<file path="config.mk">
export PLATFORM = sky130hd
export DESIGN_NAME = crc8_frame_receiver
export DESIGN_NICKNAME = d
export VERILOG_FILES = /design/src/rtl/crc8fr_pkg.sv /design/src/rtl/crc8_frame_receiver.sv
export SDC_FILE = /design/constraint.sdc
export NUM_CORES = 1
export LEC_CHECK = 0
export BUFFER_PORTS_ARGS = -buffer_cell sky130_fd_sc_hd__buf_2
export CORE_MARGIN = 2
export CORE_UTILIZATION = 56
export DETAILED_ROUTE_END_ITERATION = 6
export GPL_ROUTABILITY_DRIVEN = 0
export GPL_TIMING_DRIVEN = 0
export PLACE_DENSITY = 0.75
export SLEW_MARGIN = 10
export SYNTH_ARGS = -nofsm -noshare
export SYNTH_HDL_FRONTEND = slang
export SYNTH_SLANG_ARGS = --single-unit
</file>
<file path="constraint.sdc">
create_clock -name clk -period 3 [get_ports clk]
set_input_delay 0.45 -clock clk [delete_from_list [all_inputs] [get_ports clk]]
set_output_delay 0.45 -clock clk [all_outputs]
set_load 0.1 [all_outputs]
</file>
<file path="src/rtl/crc8fr_pkg.sv">
`timescale 1ns / 1ps

package crc8fr_pkg;

  // Frame format constants.
  localparam logic [7:0] SYNC_A   = 8'hAA;
  localparam logic [7:0] SYNC_B   = 8'hBB;
  localparam logic [7:0] CRC_POLY = 8'h31;
  localparam logic [7:0] CRC_INIT = 8'hFF;

  // Default payload store depth and reset value of the payload limit register.
  localparam int         MAX_PAYLOAD_DEF = 27;
  localparam logic [4:0] MAX_PAYLOAD_RST = 5'd27;

  // Kind of result word.
  typedef enum logic [1:0] {
    EV_DATA = 2'd0,
    EV_ACK  = 2'd1,
    EV_ERR  = 2'd2
  } event_t;

  // Error code carried with each result word.
  typedef enum logic [1:0] {
    ERR_HEADER = 2'd0,
    ERR_LENGTH = 2'd1,
    ERR_CRC    = 2'd2,
    ERR_NONE   = 2'd3
  } err_t;

endpackage

</file>
<file path="src/rtl/crc8_frame_receiver.sv">
`timescale 1ns / 1ps

// Frame receiver for a byte-serial link. Each input word is one received byte;
// frames are AA BB, seq, len, payload[len], CRC-8 (poly 0x31, init 0xFF, MSB
// first) over seq, len and payload. A good frame produces an ack word carrying
// the sequence number followed by its payload words; a repeated sequence number
// produces only the ack and the rest of that frame is dropped. Header, length
// and CRC faults each produce one error word. Timing: a byte that feeds the CRC
// (seq, and the len and payload of a frame being received) holds s_tready low
// while the CRC is updated one bit per clock. Header, skipped and CRC bytes,
// and the len byte of a repeated or oversize frame, do not feed the CRC; they
// hold s_tready low only while they produce an error or ack word. After a good
// CRC byte the ack and payload are drained from the payload memory, with s_tready
// low, through a registered memory read, and the drain stalls while m_tready is
// held low. The length limit taken from the max_payload register is clamped to
// MAX_PAYLOAD.
module crc8_frame_receiver
  import crc8fr_pkg::*;
#(
  parameter int MAX_PAYLOAD = MAX_PAYLOAD_DEF
) (
  input  logic       clk,
  input  logic       rst,
  // Configuration: payload length limit.
  input  logic       cfg_wr_en,
  input  logic [4:0] cfg_wr_data,
  // Received byte stream.
  input  logic       s_tvalid,
  output logic       s_tready,
  input  logic [7:0] s_tdata,    // [7:0] rx_byte
  // Result stream.
  output logic       m_tvalid,
  input  logic       m_tready,
  output logic [7:0] m_tdata,    // [7:0] out_byte
  output logic [3:0] m_tuser,    // [1:0] event_res, [3:2] error_code
  output logic       m_tlast     // last
);

  localparam int AW = (MAX_PAYLOAD > 1) ? $clog2(MAX_PAYLOAD) : 1;

  typedef enum logic [2:0] {
    PH_HUNT, PH_SYNC2, PH_SEQ, PH_LEN, PH_DATA, PH_CRC, PH_SKIP
  } phase_t;

  typedef enum logic [1:0] {
    C_IDLE, C_SHIFT, C_RESULT, C_DRAIN
  } ctrl_t;

  ctrl_t           ctrl;
  phase_t          phase;
  logic [7:0]      last_seq;
  logic            dup_flag;
  logic [7:0]      frame_len;
  logic [8:0]      byte_count;
  logic [7:0]      crc_acc;
  logic [2:0]      bit_cnt;
  logic [4:0]      max_payload;
  event_t          pend_event;
  err_t            pend_err;
  logic [7:0]      pend_byte;
  logic [AW-1:0]   rd_addr;
  logic            rd_fresh;
  logic            ack_sent;
  logic [7:0]      mem_rdata;
  logic [7:0]      mem [MAX_PAYLOAD];

  logic            in_accept;
  logic            out_free;
  logic            out_load;
  logic [7:0]      bound;
  logic [8:0]      byte_count_inc;
  logic            drain_last;
  logic [7:0]      crc_shl;

  // Handshake and small helpers.
  assign s_tready       = (ctrl == C_IDLE);
  assign in_accept      = s_tvalid && s_tready;
  assign out_free       = !m_tvalid || m_tready;
  assign out_load       = out_free && ((ctrl == C_RESULT) ||
                                       ((ctrl == C_DRAIN) && (!ack_sent || rd_fresh)));
  assign bound          = (8'(max_payload) > 8'(MAX_PAYLOAD)) ? 8'(MAX_PAYLOAD)
                                                             : 8'(max_payload);
  assign byte_count_inc = byte_count + 9'd1;
  assign drain_last     = (9'(rd_addr) + 9'd1) == {1'b0, frame_len};
  assign crc_shl        = {crc_acc[6:0], 1'b0};

  // Payload memory: written while the frame arrives, read during the drain.
  always_ff @(posedge clk) begin
    if (in_accept && (phase == PH_DATA)) begin
      mem[byte_count[AW-1:0]] <= s_tdata;
    end
    mem_rdata <= mem[rd_addr];
  end

  // Frame parser, serial CRC and output register.
  always_ff @(posedge clk) begin
    if (rst) begin
      ctrl        <= C_IDLE;
      phase       <= PH_HUNT;
      last_seq    <= 8'd0;
      dup_flag    <= 1'b0;
      frame_len   <= 8'd0;
      byte_count  <= 9'd0;
      crc_acc     <= CRC_INIT;
      bit_cnt     <= 3'd0;
      max_payload <= MAX_PAYLOAD_RST;
      m_tvalid    <= 1'b0;
      rd_fresh    <= 1'b0;
      ack_sent    <= 1'b0;
    end else begin
      if (cfg_wr_en) begin
        max_payload <= cfg_wr_data;
      end
      if (out_load) begin
        m_tvalid <= 1'b1;
      end else if (m_tready) begin
        m_tvalid <= 1'b0;
      end

      case (ctrl)
        C_IDLE: begin
          if (in_accept) begin
            case (phase)
              PH_HUNT: begin
                if (s_tdata == SYNC_A) begin
                  phase <= PH_SYNC2;
                end else begin
                  pend_event <= EV_ERR;
                  pend_err   <= ERR_HEADER;
                  pend_byte  <= 8'd0;
                  ctrl       <= C_RESULT;
                end
              end
              PH_SYNC2: begin
                if (s_tdata == SYNC_B) begin
                  phase <= PH_SEQ;
                end else begin
                  pend_event <= EV_ERR;
                  pend_err   <= ERR_HEADER;
                  pend_byte  <= 8'd0;
                  ctrl       <= C_RESULT;
                  phase      <= PH_HUNT;
                end
              end
              PH_SEQ: begin
                crc_acc <= CRC_INIT ^ s_tdata;
                bit_cnt <= 3'd0;
                ctrl    <= C_SHIFT;
                if (s_tdata == last_seq) begin
                  dup_flag <= 1'b1;
                end else begin
                  dup_flag <= 1'b0;
                  last_seq <= s_tdata;
                end
                phase <= PH_LEN;
              end
              PH_LEN: begin
                frame_len  <= s_tdata;
                byte_count <= 9'd0;
                if (dup_flag) begin
                  // Repeated frame: ack now, then drop len+1 bytes.
                  pend_event <= EV_ACK;
                  pend_err   <= ERR_NONE;
                  pend_byte  <= last_seq;
                  ctrl       <= C_RESULT;
                  byte_count <= {1'b0, s_tdata} + 9'd1;
                  phase      <= PH_SKIP;
                end else if (s_tdata > bound) begin
                  pend_event <= EV_ERR;
                  pend_err   <= ERR_LENGTH;
                  pend_byte  <= 8'd0;
                  ctrl       <= C_RESULT;
                  phase      <= PH_HUNT;
                end else begin
                  crc_acc <= crc_acc ^ s_tdata;
                  bit_cnt <= 3'd0;
                  ctrl    <= C_SHIFT;
                  phase   <= (s_tdata == 8'd0) ? PH_CRC : PH_DATA;
                end
              end
              PH_DATA: begin
                crc_acc    <= crc_acc ^ s_tdata;
                bit_cnt    <= 3'd0;
                ctrl       <= C_SHIFT;
                byte_count <= byte_count_inc;
                if (byte_count_inc >= {1'b0, frame_len}) begin
                  phase <= PH_CRC;
                end
              end
              PH_CRC: begin
                if (s_tdata != crc_acc) begin
                  pend_event <= EV_ERR;
                  pend_err   <= ERR_CRC;
                  pend_byte  <= 8'd0;
                  ctrl       <= C_RESULT;
                end else begin
                  ack_sent <= 1'b0;
                  rd_addr  <= '0;
                  rd_fresh <= 1'b0;
                  ctrl     <= C_DRAIN;
                end
                phase <= PH_HUNT;
              end
              PH_SKIP: begin
                if (byte_count <= 9'd1) begin
                  byte_count <= 9'd0;
                  phase      <= PH_HUNT;
                end else begin
                  byte_count <= byte_count - 9'd1;
                end
              end
              default: begin
                phase <= PH_HUNT;
              end
            endcase
          end
        end

        // One CRC bit per clock, MSB first.
        C_SHIFT: begin
          crc_acc <= crc_acc[7] ? (crc_shl ^ CRC_POLY) : crc_shl;
          bit_cnt <= bit_cnt + 3'd1;
          if (bit_cnt == 3'd7) begin
            ctrl <= C_IDLE;
          end
        end

        // A single error or ack word waits for the output register.
        C_RESULT: begin
          if (out_free) begin
            m_tdata  <= pend_byte;
            m_tuser  <= {pend_err, pend_event};
            m_tlast  <= 1'b1;
            ctrl     <= C_IDLE;
          end
        end

        // Ack then payload words of a good frame. The read data is fresh in the
        // cycle after the read address last moved.
        C_DRAIN: begin
          if (out_free) begin
            if (!ack_sent) begin
              m_tdata  <= last_seq;
              m_tuser  <= {ERR_NONE, EV_ACK};
              m_tlast  <= (frame_len == 8'd0);
              ack_sent <= 1'b1;
              rd_fresh <= 1'b1;
              if (frame_len == 8'd0) begin
                ctrl <= C_IDLE;
              end
            end else if (rd_fresh) begin
              m_tdata  <= mem_rdata;
              m_tuser  <= {ERR_NONE, EV_DATA};
              m_tlast  <= drain_last;
              if (drain_last) begin
                ctrl <= C_IDLE;
              end else begin
                rd_addr  <= rd_addr + AW'(1);
                rd_fresh <= 1'b0;
              end
            end else begin
              rd_fresh <= 1'b1;
            end
          end else begin
            rd_fresh <= 1'b1;
          end
        end

        default: begin
          ctrl <= C_IDLE;
        end
      endcase
    end
  end

endmodule

</file>
Word level (Yosys, flattened, before mapping)
Memory sizes are Yosys's and may differ from the RTL's. A register that Yosys moved wholly into a read port is not among the register bits.
Cells that the tools add are included.
Cells by class
  div/mod/pow operators: 0
  bitwise gates (word level): 5
  reductions and logical operators: 33
  $mul: 0
  add/subtract/negate cells: 6
  mux-type cells: 90
  equal/unequal tests: 41
  shifts and indexed selects: 0
  order comparisons: 4
Operators with widths (number)
  2-to-1 mux 8 bit: 12
  2-to-1 mux 2 bit: 20
  2-to-1 mux 5 bit: 8
  one-hot mux 8 bit (2 select lines): 2
  one-hot mux 8 bit (4 select lines): 1
  one-hot mux 9 bit (3 select lines): 1
  AND reduction 5 bit: 5
  2-to-1 mux 3 bit: 8
  != test 2 bit (second input constant): 12
  one-hot mux 2 bit (4 select lines): 3
  one-hot mux 8 bit (3 select lines): 1
  != test 3 bit (second input constant): 7
  2-to-1 mux 1 bit: 18
  2-to-1 mux 9 bit: 2
  one-hot mux 3 bit (6 select lines): 1
  equality test 8 bit (second input constant): 2
  logical NOT 8 bit: 2
  2-to-1 mux 4 bit: 4
  equality test 3 bit (second input constant): 4
  one-hot mux 3 bit (2 select lines): 2
  one-hot mux 2 bit (5 select lines): 1
  one-hot mux 5 bit (2 select lines): 1
  AND reduction 10 bit: 1
  adder 8 x 1 -> 9 bit (second input constant): 1
  40 further kinds: 60
Word-level totals
  memories kept: 1
  input bits: 18
  bits in registers: 80
  bits in writable memories: 216
  output and inout bits: 15
  memory bits (read-only): 0
  bits in latches: 0
Memory list
  mem: words 27, width 8, read ports 1, clocked after memory_dff 1, wr ports 1, RTL line crc8_frame_receiver.sv:65  | logic [7:0] mem [MAX_PAYLOAD];

Longest topological paths before layout
  depth after elaboration: 8
  gate-level depth with buffers: 11

Worst setup path before layout
Ideal clock, no wire load.
  path type: flip-flop to flip-flop
  start point: reg ctrl[1]
  end point: reg pend_byte[0] (enable)
  cell stages (with the launch flop): 6
  path slack: -1.029 ns
  arrival: 3.633 ns
  period minus slack after synthesis: 4.029 ns
  cell sequence: dfxtp_1 clkbuf_2 nor2_1 nand2_1 or4_2 nor3_1
On the way
  cells in the longest elaborated chain, start to end: 3
RTL lines
  from (decl): RTL line crc8_frame_receiver.sv:49  | ctrl_t ctrl;
  from (signal assigned): RTL line crc8_frame_receiver.sv:98  | ctrl <= C_IDLE;
  from (signal assigned): RTL line crc8_frame_receiver.sv:131  | ctrl <= C_RESULT;
  from (signal assigned): RTL line crc8_frame_receiver.sv:141  | ctrl <= C_RESULT;
  logical NOT 2 bit (*): RTL line crc8_frame_receiver.sv:76  | assign s_tready = (ctrl == C_IDLE);
  via s_tready: RTL line crc8_frame_receiver.sv:29  | output logic s_tready,
  logical AND 1 bit: RTL line crc8_frame_receiver.sv:77  | assign in_accept = s_tvalid && s_tready;
  AND reduction 8 bit (no line) (*)
  to (signal assigned): RTL line crc8_frame_receiver.sv:164  | pend_byte <= last_seq;
  to (decl): RTL line crc8_frame_receiver.sv:60  | logic [7:0] pend_byte;
Mark *: on every way through the listed nets, which the timed path passes. The rest lies on a longest branch.
A chain may end at the register's enable or synchronous reset.

Worst setup path after layout
  start point: reg phase[1]
  end point: mem mem[8][1] (enable)
On the way
  cells in the longest elaborated chain, start to end: 4
RTL lines
  from (decl): RTL line crc8_frame_receiver.sv:50  | phase_t phase;
  from (signal assigned): RTL line crc8_frame_receiver.sv:178  | phase <= (s_tdata == 8'd0) ? PH_CRC : PH_DATA;
  equality test 3 bit: RTL line crc8_frame_receiver.sv:89  | if (in_accept && (phase == PH_DATA)) begin
  logical AND 1 bit: RTL line crc8_frame_receiver.sv:89
  2-to-1 mux 1 bit: RTL line crc8_frame_receiver.sv:89
  2-to-1 mux 1 bit (implied by the code): RTL line crc8_frame_receiver.sv:90  | mem[byte_count[AW-1:0]] <= s_tdata;
  to (decl): RTL line crc8_frame_receiver.sv:65
No other way between the ends.

==> results.md <==
## Worst setup path
• timing startpoint of the critical path: phase[1]
• crit path max fanout: 10
• Crit path largest cell delay: 0.74 ns
• worst flop-to-flop path startpoint: phase[1]
• endpoint arrival time on the critical path: 3.23 ns
• top cell family by delay on the critical path: simple AND/OR/NAND/NOR gates
• Critical Path Most Common Cell: nor2_1
• data required time at the worst endpoint: 3.19 ns
• buffering stage count on the worst path with inverters included: 2
• cell with the biggest individual delay on the critical path: nor2_1
• minimum setup slack among reg-to-reg paths: -0.04 ns
• crit end category: flip-flop
• cell-by-cell listing of the critical path: buf_6 > or3b_1 > clkbuf_1 > nor2_1 > nand2_1 > nor2_1
• Setup CP Type: flip-flop to flip-flop
• kind of start point of the critical path: flip-flop

## Final layout
• share of final-layout standard cells stronger than drive strength 1: 0.1870
• cell area after layout: 15120 um^2
• area overhead of the layout relative to synthesis: 11.89%
• number of diodes: 0
• final std cells w/o fill: 1367
• Final nets: 1064

## Clock network
• CTS H-tree lvls: 1
• Skew-Pair Late Insertion Delay: 0.57 ns
• CTS tree: built
• Root Buffer: clkbuf_16
• CTS max path bufs: 3
• hold-fix buffers at CTS: 0
• number of buffers added for setup after CTS: 0
• clock buffer count from CTS: 31
• CTS clock-pin slew for the worst setup and hold paths: 0.06 ns
• Sinks on Clock Net: 304

## Timing
• setup violation total in the final timing report: 40
• Worst Skew: 0.01350 ns
• Max Freq: 329.1 MHz
• share of the clock period used by the worst path: 1.013
• final hold vios: 0
• sum of negative setup slack: -0.8798 ns
• RSZ-0062 raised after global routing: yes
• slew of the pin with the lowest slew margin: 0.9703 ns
• Tmin final: 3.038 ns
• crit path setup slack, layout: -0.03823 ns
• Slew headroom: 0.3508
• Final Max Slew Viols: 0

## Floorplanning
• starting density of the core: 0.5724
• I/O pin count: 33
• die area: 25390 um^2
• FP Rows: 56
• die extent in y: 159.4 um
• area inside the core boundary: 23610 um^2
• Die Span X: 159.4 um

## Yosys
• main area contributors after synthesis: edfxtp_1, mux4_2, dfxtp_1, mux2i_1, o21ai_0
• Post-Syn Instances: 961
• Mapped Nets: 1002
• flip-flop cell with the highest count after synthesis: edfxtp_1
• Post-synth EDFFs: 246
• area share of the largest cell type after synthesis: 0.5466
• Post-synth top cells: edfxtp_1, nand2_1, nor2_1
• unique cell type count in the Yosys netlist: 65
• Async SR Flop Fraction: 0
• flops & latches, synth: 304
• leading cell type by number of instances after synthesis: edfxtp_1
• biggest area consumer among synthesized cells: edfxtp_1
• Syn Std Cell Area: 13520 um^2
• sequential share of the synthesized area: 0.6325
• number of warnings printed during yosys synthesis: 0
• average instance area after synthesis: 14.06 um^2

## Pwr
• cell internal pwr: 0.007066 W
• maximum vdd drop: 554.8 uV
• Net Switching: 0.002415 W
• portion of total power attributed to combinational logic: 0.105
• Seq pwr share: 0.498
• switching power share of the total: 0.2547
• total power density per cell area: 627.0 nW/um^2
• Clock Power Share: 0.397
• leak pwr: 4.982 nW

## GRT
• All-Layer GR Usage: 0.2404
• via count of the first global-routing pass: 8097
• antenna violations before repair: 0
• largest net degree at the start of global routing: 37
• grt ovf: 0
• wire length of the first global-routing pass: 46.98 mm

## Route
• number of DRC markers in iteration 0: 1011
• Routed Antenna Nets: 0
• Detailed Route WL: 29.95 mm
• number of detailed-routing iterations run before antenna repair: 6
• number of vias in the routed layout: 8323
• wire length per cell: 21.91 um
• # DRC: 0
• vias per inst: 6.089

## Run status
• violations in the final reports: negative setup slack
• result of the run: complete, but fails checks

## Place
• number of port buffers: 31
• setup slack at placement: -0.9349 ns
• number of placed instances, taps included: 1311
• sum of net half-perimeters after detailed placement: 19.81 mm
• cell area reported after detailed placement: 14080 um^2

## Min path
• hold wc startpoint: cfg_wr_data[4]
• worst min-delay path category: input pin to flip-flop

## Job
• max-cap check violation count: 0

-- power by group through the flow --
stage | combinational (W) | clock (W) | sequential, W
2_1_floorplan | 0.000550 | 0 | 0.00500
6_report | 0.000994 | 0.00376 | 0.00472
3_5_place_dp | 0.000985 | 0 | 0.00481
3_3_place_gp | 0.000968 | 0 | 0.00481
4_1_cts | 0.000991 | 0.00381 | 0.00472
5_1_grt | 0.00108 | 0.00397 | 0.00473
-- metal layers --
layer / track usage / wire length [um]
met1: 0.3495 / 12780
met2: 0.3860 / 14060
met3: 0.03048 / 2265
met4: 0.07066 / 843
met5: 0 / 0
-- cell type report --
cell class | count | area, um^2
flip-flops and latches | 304 | 8549
multi-input cells | 579 | 4649
plain buffers | 54 | 279.0
inverters | 22 | 82.58
repair buffers | 31 | 155.1
clock inverters | 19 | 170.2
fillers | 1769 | 8491
clock buffers | 39 | 837.1
well taps | 319 | 399.1
-- worst reg2reg max path, stage by stage, from the launching register on --
cell and delay, ns:
dfxtp_1 0.30, buf_6 0.13, or3b_1 0.45, clkbuf_1 0.32
nor2_1 0.36, nand2_1 0.37, nor2_1 0.74
-- final timing paths --
| kind | end | cells after the start |
|---|---|---|
| max | mem[8][1] | 6 |
| min | max_payload[4] | 3 |
| max reg2reg | mem[8][1] | 6 |
| min reg2reg | bit_cnt[1] | 2 |
-- through the flow --
stage                 util  power, W  hold WS, ns
floorplan                -  0.005546       0.4422
global placement    0.5964  0.005776       0.4667
detailed placement  0.5964  0.005796       0.4705
CTS                 0.6391  0.009519      0.08018
global route        0.6404  0.009776      0.09073
finish              0.6404  0.009481      0.09754
-- cell families after synthesis --
kind of cell	Yosys count	share of synthesized area
buf+inv	78	0.02731
fa+ha+maj	24	0.02203
mux	102	0.1282
compound gates	153	0.07064
simple gates	248	0.08563
xor+xnor	52	0.03370
flops	304	0.6325
-- state kept, by name, indices dropped and copies added, names as in the netlist, 2 cells and up --
| signal | count |
|---|---|
| byte_count | 9 |
| ctrl | 2 |
| pend_event | 2 |
| last_seq | 8 |
| frame_len | 8 |
| m_tdata | 8 |
| m_tuser | 4 |
| rd_addr | 5 |
| mem_rdata | 8 |
| mem | 216 |
| bit_cnt | 3 |
| pend_err | 2 |
| phase | 3 |
| pend_byte | 8 |
| crc_acc | 8 |
| max_payload | 5 |
-- cell usage in the layout (no fill, tap or decap), types with 9 or more instances in the layout --
master,count
and2_1,10
clkbuf_16,31
a211oi_1,9
inv_1,22
ha_1,22
mux2_2,9
xnor2_1,26
nor4_1,11
nor2_1,60
mux2i_1,37
nor2_2,13
dfxtp_1,57
clkbuf_1,29
nand3_1,32
xor2_1,26
mux4_2,56
edfxtp_1,246
nand2_1,77
buf_2,43
o21ai_0,66
a21oi_1,35
-- timing repair --
item,in CTS,in global routing
endpoints found under the setup margin,23,201
resized for setup,2,13
pin swaps,0,0
Note: power is estimated with default switching activity, not from simulation.
